===== config.mk =====
export PLATFORM = sky130hd
export DESIGN_NAME = fifo_ready_queue_scheduler
export DESIGN_NICKNAME = d
export VERILOG_FILES = /design/src/rtl/frqs_pkg.sv /design/src/rtl/frqs_cell.sv /design/src/rtl/fifo_ready_queue_scheduler.sv
export SDC_FILE = /design/constraint.sdc
export NUM_CORES = 1
export LEC_CHECK = 0
export BUFFER_PORTS_ARGS = -buffer_cell sky130_fd_sc_hd__clkbuf_2
export CORE_ASPECT_RATIO = 1.5
export CORE_MARGIN = 3
export CORE_UTILIZATION = 38
export CTS_CLUSTER_DIAMETER = 150
export DETAILED_ROUTE_END_ITERATION = 8
export SYNTH_ARGS = -nofsm -noshare
export SYNTH_HDL_FRONTEND = slang
export SYNTH_SLANG_ARGS = --single-unit

===== constraint.sdc =====
create_clock -name clk -period 4.25 [get_ports clk]
set_input_delay 0.2125 -clock clk [delete_from_list [all_inputs] [get_ports clk]]
set_output_delay 0.2125 -clock clk [all_outputs]
set_load 0.01 [all_outputs]

===== src/rtl/frqs_pkg.sv =====
// shared types and codes for the ready queue scheduler
package frqs_pkg;

  // operation codes carried on in_tuser
  localparam logic [1:0] KIND_ADD   = 2'd0;
  localparam logic [1:0] KIND_YIELD = 2'd1;
  localparam logic [1:0] KIND_TERM  = 2'd2;

  localparam int IN_TDATA_W  = 8;
  localparam int OUT_TDATA_W = 24;

  // per-cycle command broadcast to every queue cell
  typedef struct packed {
    logic shift;  // take the right neighbor's entry
    logic load;   // the cell at load_pos takes load_data (wins over shift)
  } cell_ctrl_t;

endpackage


===== src/rtl/frqs_cell.sv =====
// one queue slot: holds an entry, loads or shifts it toward the head
module frqs_cell
  import frqs_pkg::*;
#(
  parameter int ID_BITS = 8,
  parameter int POS_W   = 4,
  parameter int IDX     = 0
) (
  input  logic               clk,
  input  cell_ctrl_t         ctrl,
  input  logic [POS_W-1:0]   load_pos,
  input  logic [ID_BITS-1:0] load_data,
  input  logic [ID_BITS-1:0] right_in,
  output logic [ID_BITS-1:0] entry_q
);

  logic [ID_BITS-1:0] entry_r;
  logic [ID_BITS-1:0] entry_nxt;
  logic               hit;

  assign hit = ctrl.load && (load_pos == POS_W'(IDX));

  always_comb begin
    priority if (hit) begin
      entry_nxt = load_data;
    end else if (ctrl.shift) begin
      entry_nxt = right_in;
    end else begin
      entry_nxt = entry_r;
    end
  end

  always_ff @(posedge clk) begin
    entry_r <= entry_nxt;
  end

  assign entry_q = entry_r;

endmodule


===== src/rtl/fifo_ready_queue_scheduler.sv =====
// ready queue scheduler top level: fifo of thread ids with removal by value
//
//  channel | direction | handshake             | payload
//  --------+-----------+-----------------------+---------------------------------------
//  in_     | input     | in_tvalid / in_tready | tuser: kind, tdata: thread_id
//  out_    | output    | out_tvalid/out_tready | tdata: dispatched .. occupancy
//
// for add, yield and the undefined kind the result word is
// registered and shows on out_ the cycle after the input word is taken.
// terminate walks the cell row once per stored entry in the single
// head-to-tail rotation pass, then registers its result word.
// one word is in flight at a time; a stalled result word holds in_tready low.
// rst_n is synchronous and active low; it empties the queue, entries stay
// undefined until written.
module fifo_ready_queue_scheduler
  import frqs_pkg::*;
#(
  parameter int QUEUE_DEPTH = 16,
  parameter int ID_BITS     = 8
) (
  input  logic                   clk,
  input  logic                   rst_n,
  // input words
  input  logic                   in_tvalid,
  output logic                   in_tready,
  input  logic [IN_TDATA_W-1:0]  in_tdata,   // [7:0] thread_id
  input  logic [1:0]             in_tuser,   // [1:0] kind
  // result words
  output logic                   out_tvalid,
  input  logic                   out_tready,
  output logic [OUT_TDATA_W-1:0] out_tdata   // [0] dispatched, [8:1] dispatched_id,
                                             // [13:9] removed_count, [14] dropped,
                                             // [19:15] occupancy, [23:20] zero
);

  localparam int CNT_W = $clog2(QUEUE_DEPTH + 1);
  localparam int POS_W = $clog2(QUEUE_DEPTH);

  // controller states
  localparam logic ST_IDLE = 1'b0;
  localparam logic ST_SCAN = 1'b1;

  // cell row
  logic [ID_BITS-1:0] cell_q [QUEUE_DEPTH];
  cell_ctrl_t         ctrl;
  logic [POS_W-1:0]   load_pos;
  logic [ID_BITS-1:0] load_data;

  for (genvar gi = 0; gi < QUEUE_DEPTH; gi++) begin : g_cell
    logic [ID_BITS-1:0] right_in;
    if (gi == QUEUE_DEPTH - 1) begin : g_tail
      // tail cell keeps its own value on a shift, it is past the count anyway
      assign right_in = cell_q[gi];
    end else begin : g_mid
      assign right_in = cell_q[gi+1];
    end
    frqs_cell #(
      .ID_BITS (ID_BITS),
      .POS_W   (POS_W),
      .IDX     (gi)
    ) u_cell (
      .clk       (clk),
      .ctrl      (ctrl),
      .load_pos  (load_pos),
      .load_data (load_data),
      .right_in  (right_in),
      .entry_q   (cell_q[gi])
    );
  end

  // control state
  logic               state_r,  state_nxt;
  logic [CNT_W-1:0]   cnt_r,    cnt_nxt;   // valid entries, head at cell 0
  logic [CNT_W-1:0]   rem_r,    rem_nxt;   // entries left to visit in a scan
  logic [CNT_W-1:0]   rmv_r,    rmv_nxt;   // entries dropped so far in a scan
  logic [ID_BITS-1:0] tid_r,    tid_nxt;   // id being terminated
  logic               out_valid_r;
  logic [OUT_TDATA_W-1:0] out_tdata_r;

  // id sizing between the 8-bit field and the stored width
  logic [ID_BITS+7:0] id_wide;
  logic [ID_BITS-1:0] id_in;
  logic [ID_BITS+7:0] head_wide;
  logic [7:0]         head_byte;

  assign id_wide   = {{ID_BITS{1'b0}}, in_tdata};
  assign id_in     = id_wide[ID_BITS-1:0];
  assign head_wide = {8'h00, cell_q[0]};
  assign head_byte = head_wide[7:0];

  logic             in_acc;
  logic             keep;
  logic [CNT_W-1:0] cnt_m1;
  logic [CNT_W-1:0] rmv_inc;

  // result fields of the word being finished
  logic             res_load;
  logic             r_disp;
  logic [7:0]       r_did;
  logic [CNT_W-1:0] r_rmv;
  logic             r_drop;
  logic [CNT_W+4:0] occ_w;
  logic [CNT_W+4:0] rmv_w;

  assign in_tready = (state_r == ST_IDLE) && (!out_valid_r || out_tready);
  assign in_acc    = in_tvalid && in_tready;
  assign keep      = (cell_q[0] != tid_r);
  assign cnt_m1    = cnt_r - 1'b1;
  assign rmv_inc   = keep ? rmv_r : rmv_r + 1'b1;

  always_comb begin
    ctrl      = '0;
    load_pos  = cnt_r[POS_W-1:0];
    load_data = id_in;
    state_nxt = state_r;
    cnt_nxt   = cnt_r;
    rem_nxt   = rem_r;
    rmv_nxt   = rmv_r;
    tid_nxt   = tid_r;
    res_load  = 1'b0;
    r_disp    = 1'b0;
    r_did     = 8'h00;
    r_rmv     = '0;
    r_drop    = 1'b0;
    unique case (state_r)
      ST_IDLE: begin
        if (in_acc) begin
          unique case (in_tuser)
            KIND_ADD: begin
              res_load = 1'b1;
              if (cnt_r < CNT_W'(QUEUE_DEPTH)) begin
                ctrl.load = 1'b1;
                cnt_nxt   = cnt_r + 1'b1;
              end else begin
                r_drop = 1'b1;
              end
            end
            KIND_YIELD: begin
              res_load = 1'b1;
              if (cnt_r != '0) begin
                ctrl.shift = 1'b1;
                r_disp     = 1'b1;
                r_did      = head_byte;
                cnt_nxt    = cnt_m1;
              end
            end
            KIND_TERM: begin
              tid_nxt = id_in;
              rmv_nxt = '0;
              if (cnt_r == '0) begin
                res_load = 1'b1;
              end else begin
                rem_nxt   = cnt_r;
                state_nxt = ST_SCAN;
              end
            end
            default: begin
              // undefined kind: no change, occupancy only
              res_load = 1'b1;
            end
          endcase
        end
      end
      ST_SCAN: begin
        // pop the head; a survivor goes back in at the tail of what is left
        ctrl.shift = 1'b1;
        ctrl.load  = keep;
        load_pos   = cnt_m1[POS_W-1:0];
        load_data  = cell_q[0];
        cnt_nxt    = keep ? cnt_r : cnt_m1;
        rmv_nxt    = rmv_inc;
        rem_nxt    = rem_r - 1'b1;
        if (rem_r == CNT_W'(1)) begin
          res_load  = 1'b1;
          r_rmv     = rmv_inc;
          state_nxt = ST_IDLE;
        end
      end
      default: begin
        state_nxt = ST_IDLE;
      end
    endcase
  end

  assign occ_w = {5'b00000, cnt_nxt};
  assign rmv_w = {5'b00000, r_rmv};

  always_ff @(posedge clk) begin
    if (!rst_n) begin
      state_r     <= ST_IDLE;
      cnt_r       <= '0;
      rem_r       <= '0;
      rmv_r       <= '0;
      out_valid_r <= 1'b0;
    end else begin
      state_r <= state_nxt;
      cnt_r   <= cnt_nxt;
      rem_r   <= rem_nxt;
      rmv_r   <= rmv_nxt;
      if (res_load) begin
        out_valid_r <= 1'b1;
      end else if (out_tready) begin
        out_valid_r <= 1'b0;
      end
    end
  end

  // payload registers
  always_ff @(posedge clk) begin
    tid_r <= tid_nxt;
    if (res_load) begin
      out_tdata_r <= {4'b0000, occ_w[4:0], r_drop, rmv_w[4:0], r_did, r_disp};
    end
  end

  assign out_tvalid = out_valid_r;
  assign out_tdata  = out_tdata_r;

endmodule


Yosys cells after proc, flatten, opt, wreduce, memory -nomap -nowiden
Index checks and enable logic that the tools add are counted.
{ "word_totals": {"reg_bits": 173, "inputBits": 14, "output_inout_bits": 26} }
{ "op_classes": {"addsub": 4, "magnitude_cmp": 1, "eq_ne": 22, "n_mux": 65, "n_bitwise": 5, "reduce_logical": 47} }
{ "op_table": {"columns": ["cell", "n"], "rows": [
  ["$mux W8", 31],
  ["$mux W5", 10],
  ["$pmux W5 S2", 4],
  ["$eq A4 B4 Y1 const B", 8],
  ["$reduce_bool A2 Y1", 16],
  ["$logic_and A1 B1 Y1", 18],
  ["$eq A4 B3 Y1 const B", 4],
  ["$mux W1", 15],
  ["$add A5 B1 Y5 const B", 2],
  ["$sub A5 B1 Y5 const B", 2],
  ["$eq A4 B2 Y1 const B", 2],
  ["$ne A8 B8 Y1", 1],
  ["$reduce_and A3 Y1", 2],
  ["$eq A5 B1 Y1 const B", 1],
  ["$logic_not A5 Y1", 1],
  ["$lt A5 B5 Y1 const B", 1],
  ["$not A1 Y1", 5],
  ["$reduce_bool A5 Y1", 1],
  ["$eq A4 B1 Y1 const B", 1],
  ["$logic_not A4 Y1", 1],
  ["$mux W4", 1],
  ["$ne A2 B2 Y1 const B", 2],
  ["$pmux W1 S2", 2],
  ["$pmux W2 S2", 1],
  ["other kinds (11)", 12]
]} }

Longest topological paths before layout
{ "depth": {"ltp_word": 8, "depth_mapped": 10, "depth_no_buf": 7} }

By module
Synthesis repeated with hierarchy kept, for this count alone.
{ "hier_totals": {"cells_unflattened": 552, "area_unflattened_um2": 8545.7} }
{ "by_module_without_submodules": {"columns": ["mod", "n_inst", "cells_each", "area_per_inst_um2"], "rows": [
  ["frqs_cell (g_cell[11].u_cell ...)", 8, 19, 372.9],
  ["fifo_ready_queue_scheduler", 1, 248, 2542.4],
  ["frqs_cell (g_cell[10].u_cell ...)", 4, 19, 391.6],
  ["frqs_cell (g_cell[12].u_cell ...)", 2, 19, 365.4],
  ["frqs_cell (g_cell[15].u_cell)", 1, 19, 366.6],
  ["frqs_cell (g_cell[0].u_cell)", 1, 19, 356.6]
]} }

Least setup slack after synthesis
Ideal clock, no wire load.
{ "synth_timing": {"kind": "flip-flop to flip-flop", "start": "register cnt_r[1]", "end": "register out_tdata_r[0], in the netlist out_tdata[0], enable pin", "arrival_ns": 2.785, "slack_ns": 1.034, "path_stages_with_launch": 7, "n_path_buf": 1, "period_less_slack_ns": 3.216, "cell_sequence": "dfxtp_1 buf_2 inv_1 ha_1 nor4b_1 nor2_1 o31ai_1"} }
{ "synth_between": {"elab_chain_cells": 5} }
{ "synth_rtl": {"columns": ["element", "line_no", "rtl"], "rows": [
  ["start: declaration", "fifo_ready_queue_scheduler.sv:73", "logic [CNT_W-1:0] cnt_r, cnt_nxt;"],
  ["start signal: assignment", "fifo_ready_queue_scheduler.sv:197", "cnt_r <= cnt_nxt;"],
  ["$logic_not A5 Y1", "fifo_ready_queue_scheduler.sv:150", "if (cnt_r == '0) begin"],
  ["$mux W1", "fifo_ready_queue_scheduler.sv:150", null],
  ["$mux W1", "fifo_ready_queue_scheduler.sv:128", "unique case (in_tuser)"],
  ["$mux W1", "fifo_ready_queue_scheduler.sv:127", "if (in_acc) begin"],
  ["$pmux W1 S2", "fifo_ready_queue_scheduler.sv:125", "unique case (state_r)"],
  ["named net res_load", "fifo_ready_queue_scheduler.sv:97", "logic res_load;"],
  ["end signal: assignment", "fifo_ready_queue_scheduler.sv:212", "out_tdata_r <= {4'b0000, occ_w[4:0], r_drop, rmv_w[4:0], r_did, r_disp};"],
  ["end: declaration", "fifo_ready_queue_scheduler.sv:78", "logic [OUT_TDATA_W-1:0] out_tdata_r;"]
]} }
The timed path passes the listed nets, and every way through them passes these cells.
A chain may end at the register's enable or synchronous reset.

Worst setup path after layout
{ "layout_timing": {"start": "register cnt_r[0]", "end": "register g_cell[3].u_cell.entry_r[2], enable pin"} }
{ "layout_between": {"elab_chain_cells": 7} }
{ "layout_rtl": {"columns": ["element", "line_no", "rtl"], "rows": [
  ["$lt A5 B5 Y1", "fifo_ready_queue_scheduler.sv:131", "if (cnt_r < CNT_W'(QUEUE_DEPTH)) begin"],
  ["$mux W1", "fifo_ready_queue_scheduler.sv:131", null],
  ["$mux W1", "fifo_ready_queue_scheduler.sv:128", null],
  ["$mux W2", "fifo_ready_queue_scheduler.sv:127", null],
  ["$pmux W2 S2", "fifo_ready_queue_scheduler.sv:125", null],
  ["$logic_and A1 B1 Y1", "frqs_cell.sv:21", "assign hit = ctrl.load && (load_pos == POS_W'(IDX));"],
  ["$reduce_bool A2 Y1 (no source line) (*)", null, null],
  ["end signal: assignment", "frqs_cell.sv:34", "entry_r <= entry_nxt;"],
  ["end: declaration", "frqs_cell.sv:17", "logic [ID_BITS-1:0] entry_r;"]
]} }
Every way passes the cells marked *; elsewhere a longest branch is shown, timed or not.

==> results.sh <==
export IMPL_status="finished, final reports clean"
export IMPL_ys_warn_count=0
export IMPL_max_slew_margin_rel_pct=21.4
export IMPL_power_density_nw_per_um2=432
export IMPL_cts_buffers=17
export IMPL_grt_pass1_wl_microns=31300
export IMPL_hp_class="in -> reg"
export IMPL_vias=5355
export IMPL_synthFlopType="edfxtp_1"
export IMPL_synthArstFlopShare_pct=0
export IMPL_fin_crit_sh_pct=78.7
export IMPL_dpl_hpwl_microns=14500
export IMPL_fp_dieH_microns=185
export IMPL_crit_chain="inv_1 -> ha_1 -> nor3_1 -> a22o_1 -> a22oi_2 -> o21ai_0"
export IMPL_gp_congestion=0.862
export IMPL_area_growth_pct=14.4
export IMPL_ir_drop_v=0.000278
export IMPL_grt_pass1_vias=5473
export IMPL_core_sq_um=20700
export IMPL_rows=64
export IMPL_final_hold_viol_count=0
export IMPL_antenna_found_initial=0
export IMPL_syn_area_sq_um=8090
export IMPL_cts_max_path_buffers=2
export IMPL_grt_remaining_overflow=0
export IMPL_fillers=1860
export IMPL_io_buffers=35
export IMPL_grt_max_degree=25
export IMPL_seq_area_sq_um=5020
export IMPL_die_w_microns=125
export IMPL_htree_levels=4
export IMPL_synth_edf_count=156
export IMPL_crit_type="reg -> reg"
export IMPL_fin_ws_ns=0.905
export IMPL_io_pins=40
export IMPL_nNetsFinal=667
export IMPL_maxCapViolCount=0
export IMPL_fin_skew_ns=0.00970
export IMPL_clock_fmax_mhz=299
export IMPL_path_clk_slew_ns=0.07
export IMPL_leakagePower_uw=0.00306
export IMPL_ys_ff_latch=173
export IMPL_critPathLaunchType="flip-flop"
export IMPL_cp_arrival_ns=3.39
export IMPL_synth_avg_cell_area_sq_um=13.4
export IMPL_synth_simple_area_share_pct=10.0
export IMPL_clkLatencyLatePin_ns=0.43
export IMPL_initial_utilization_pct=39.2
export IMPL_drtIter0Drc=432
export IMPL_syn_inst=604
export IMPL_clockRootBuffer="clkbuf_16"
export IMPL_rrSetupSlack_ns=0.90
export IMPL_yosys_area_share_adder_pct=0.928
export IMPL_seq_area_frac_synth_pct=62.1
export IMPL_pre_cts_ws_ns=0.889
export IMPL_critical_path_required_ns=4.30
export IMPL_n_antenna_cell=0
export IMPL_yosys_area_share_xor_xnor_pct=2.06
export IMPL_synth_top_family_by_area="compound AO/OA/AOI/OAI gates"
export IMPL_drt_wirelength_per_cell_microns=21.7
export IMPL_drc=0
export IMPL_slowest_delay_ns=0.92
export IMPL_multi_input_area_sq_um=2870
export IMPL_worstSetupEndpointType="flip-flop"
export IMPL_crit_slowest_cell="o21ai_0"
export IMPL_wl_microns=20100
export IMPL_synth_compound_area_share_pct=20.2
export IMPL_synthMuxAreaShare_pct=1.90
export IMPL_drv_slew=0
export IMPL_cts_tree="yes"
export IMPL_rsz0062_at_grt="false"
export IMPL_ant_nets=0
export IMPL_worst_slew_pin_slew_ns=1.17
export IMPL_die_area_sq_um=23100
export IMPL_synth_cell_types=62
export IMPL_setup_viol=0
export IMPL_firstDrtPassIters=5
export IMPL_fin_tns_setup_ns=0
export IMPL_avgViaCountPerCell=5.80
export IMPL_min_period_ns=3.35
export IMPL_grt_util_all_layers_pct=17.6
export IMPL_drive_above_1_share_pct=19.4
export IMPL_cts_sinks=173
export IMPL_crit_path_max_fanout=16
-- report_power, final --
part | switching, uW | total [uW] | internal (uW) | leakage (uW)
Clock | 676 | 1670 | 997 | 0.000309
Combinational | 231 | 356 | 125 | 0.00118
Sequential | 39.4 | 1980 | 1940 | 0.00157
Total | 946 | 4000 | 3060 | 0.00306
-- registers in the layout, indices dropped and copies added (netlist names) --
name	flops
g_cell.u_cell.entry_q	128
out_tdata	20
tid_r	8
cnt_r	5
rem_r	5
rmv_r	5
out_tvalid	1
state_r	1
-- cells in the final DEF, fill, tap and decap left out, drive strengths merged, types with 3 or more instances in the layout --
master | Yosys | layout
nand3 | 7 | 7
nor2 | 49 | 49
mux2i | 3 | 3
and2 | 12 | 12
mux2 | 11 | 11
nor4 | 4 | 4
a21oi | 27 | 27
xnor2 | 17 | 17
a2bb2oi | 96 | 96
conb | 1 | 4
nor3b | 3 | 3
or3 | 3 | 3
dlygate4sd3 | 0 | 7
o21ai | 22 | 22
nand2 | 21 | 21
a31oi | 3 | 3
nor3 | 11 | 11
dfxtp | 17 | 17
clkbuf | 12 | 52
nor2b | 4 | 4
nand4 | 5 | 5
a22oi | 3 | 3
bufinv | 0 | 4
ha | 6 | 6
clkinv | 0 | 4
nand2b | 15 | 15
o22a | 24 | 24
buf | 25 | 16
inv | 10 | 15
edfxtp | 156 | 156
a211oi | 3 | 3
a222oi | 3 | 3
-- path summary, 6_finish.rpt --
kind | cells after the start | endpoint | from
min | 1 | tid_r[7] | in_tdata[7]
max | 6 | g_cell[3].u_cell.entry_q[2] | cnt_r[0]
max reg2reg | 6 | g_cell[3].u_cell.entry_q[2] | cnt_r[0]
min reg2reg | 2 | rmv_r[4] | rmv_r[4]
-- cell families after synthesis --
family	after synthesis
adder cells (fa/ha/maj)	6
AND/OR/NAND/NOR	144
other	1
XOR/XNOR	19
AO/OA/AOI/OAI	200
buffers and inverters	47
flip-flops	173
multiplexers	14
-- Yosys cell counts (all sizes together) (4+ instances only) --
cell type    n  area [sq um]
o21ai       22           110
clkbuf      12          45.0
nand2       21          78.8
mux2        11           124
nor2        49           199
nor4         4          25.0
nand3        7          47.6
nor2b        4          25.0
a2bb2oi     96           841
inv         10          37.5
edfxtp     156          4680
nor3        11          76.3
buf         25           144
nand4        5          67.6
o22a        24           210
a21oi       27           191
ha           6          75.1
xnor2       17           149
dfxtp       17           340
and2        12          75.1
nand2b      15          93.8
-- metal layers --
metal	global-route usage [%]	up-vias	share of wire [%]
li1	-	2466	-
met2	33.8	163	56
met1	19.1	2690	38
met4	6.42	0	2.3
met5	0	-	0
met3	3.36	36	4.3
-- final cells by class --
cell class                 instances  area share [%]
inverter                          10           0.405
multi-input combinational        387            31.0
timing repair buffer              58            3.95
sequential                       173            54.3
tap                              264            3.57
clock buffer                      17            4.59
clock inverter                    15            2.27
-- worst max-delay path: cells and delay by family, from the launching register on --
| kind | cells | cell delay (ns) |
|---|---|---|
| flip-flops | 1 | 0.70 |
| AO/OA/AOI/OAI | 3 | 1.32 |
| adder cells (fa/ha/maj) | 1 | 0.37 |
| buffers and inverters | 1 | 0.29 |
| AND/OR/NAND/NOR | 1 | 0.27 |
-- per-stage QoR --
step | hold slack, ns | cell area (sq um) | cells | utilization (%) | total power [uW]
3_3_place_gp | 0.411 | 8550 | 885 | 41.4 | 2350
2_1_floorplan | 0.311 | 8100 | 607 | - | 2250
6_report | 0.0261 | 9260 | 924 | 44.8 | 4000
3_5_place_dp | 0.409 | 8550 | 885 | 41.4 | 2360
5_1_grt | 0.00336 | 9260 | 924 | 44.8 | 4150
4_1_cts | 0.000437 | 9260 | 924 | 44.8 | 4040
-- timing repair --
item / CTS / global route
hold buffers: 7 / 0
hold endpoints to repair: 7 / 0
buffers inserted: 0 / 0
resized for setup: 0 / 0
(Power assumes the default switching activity.)
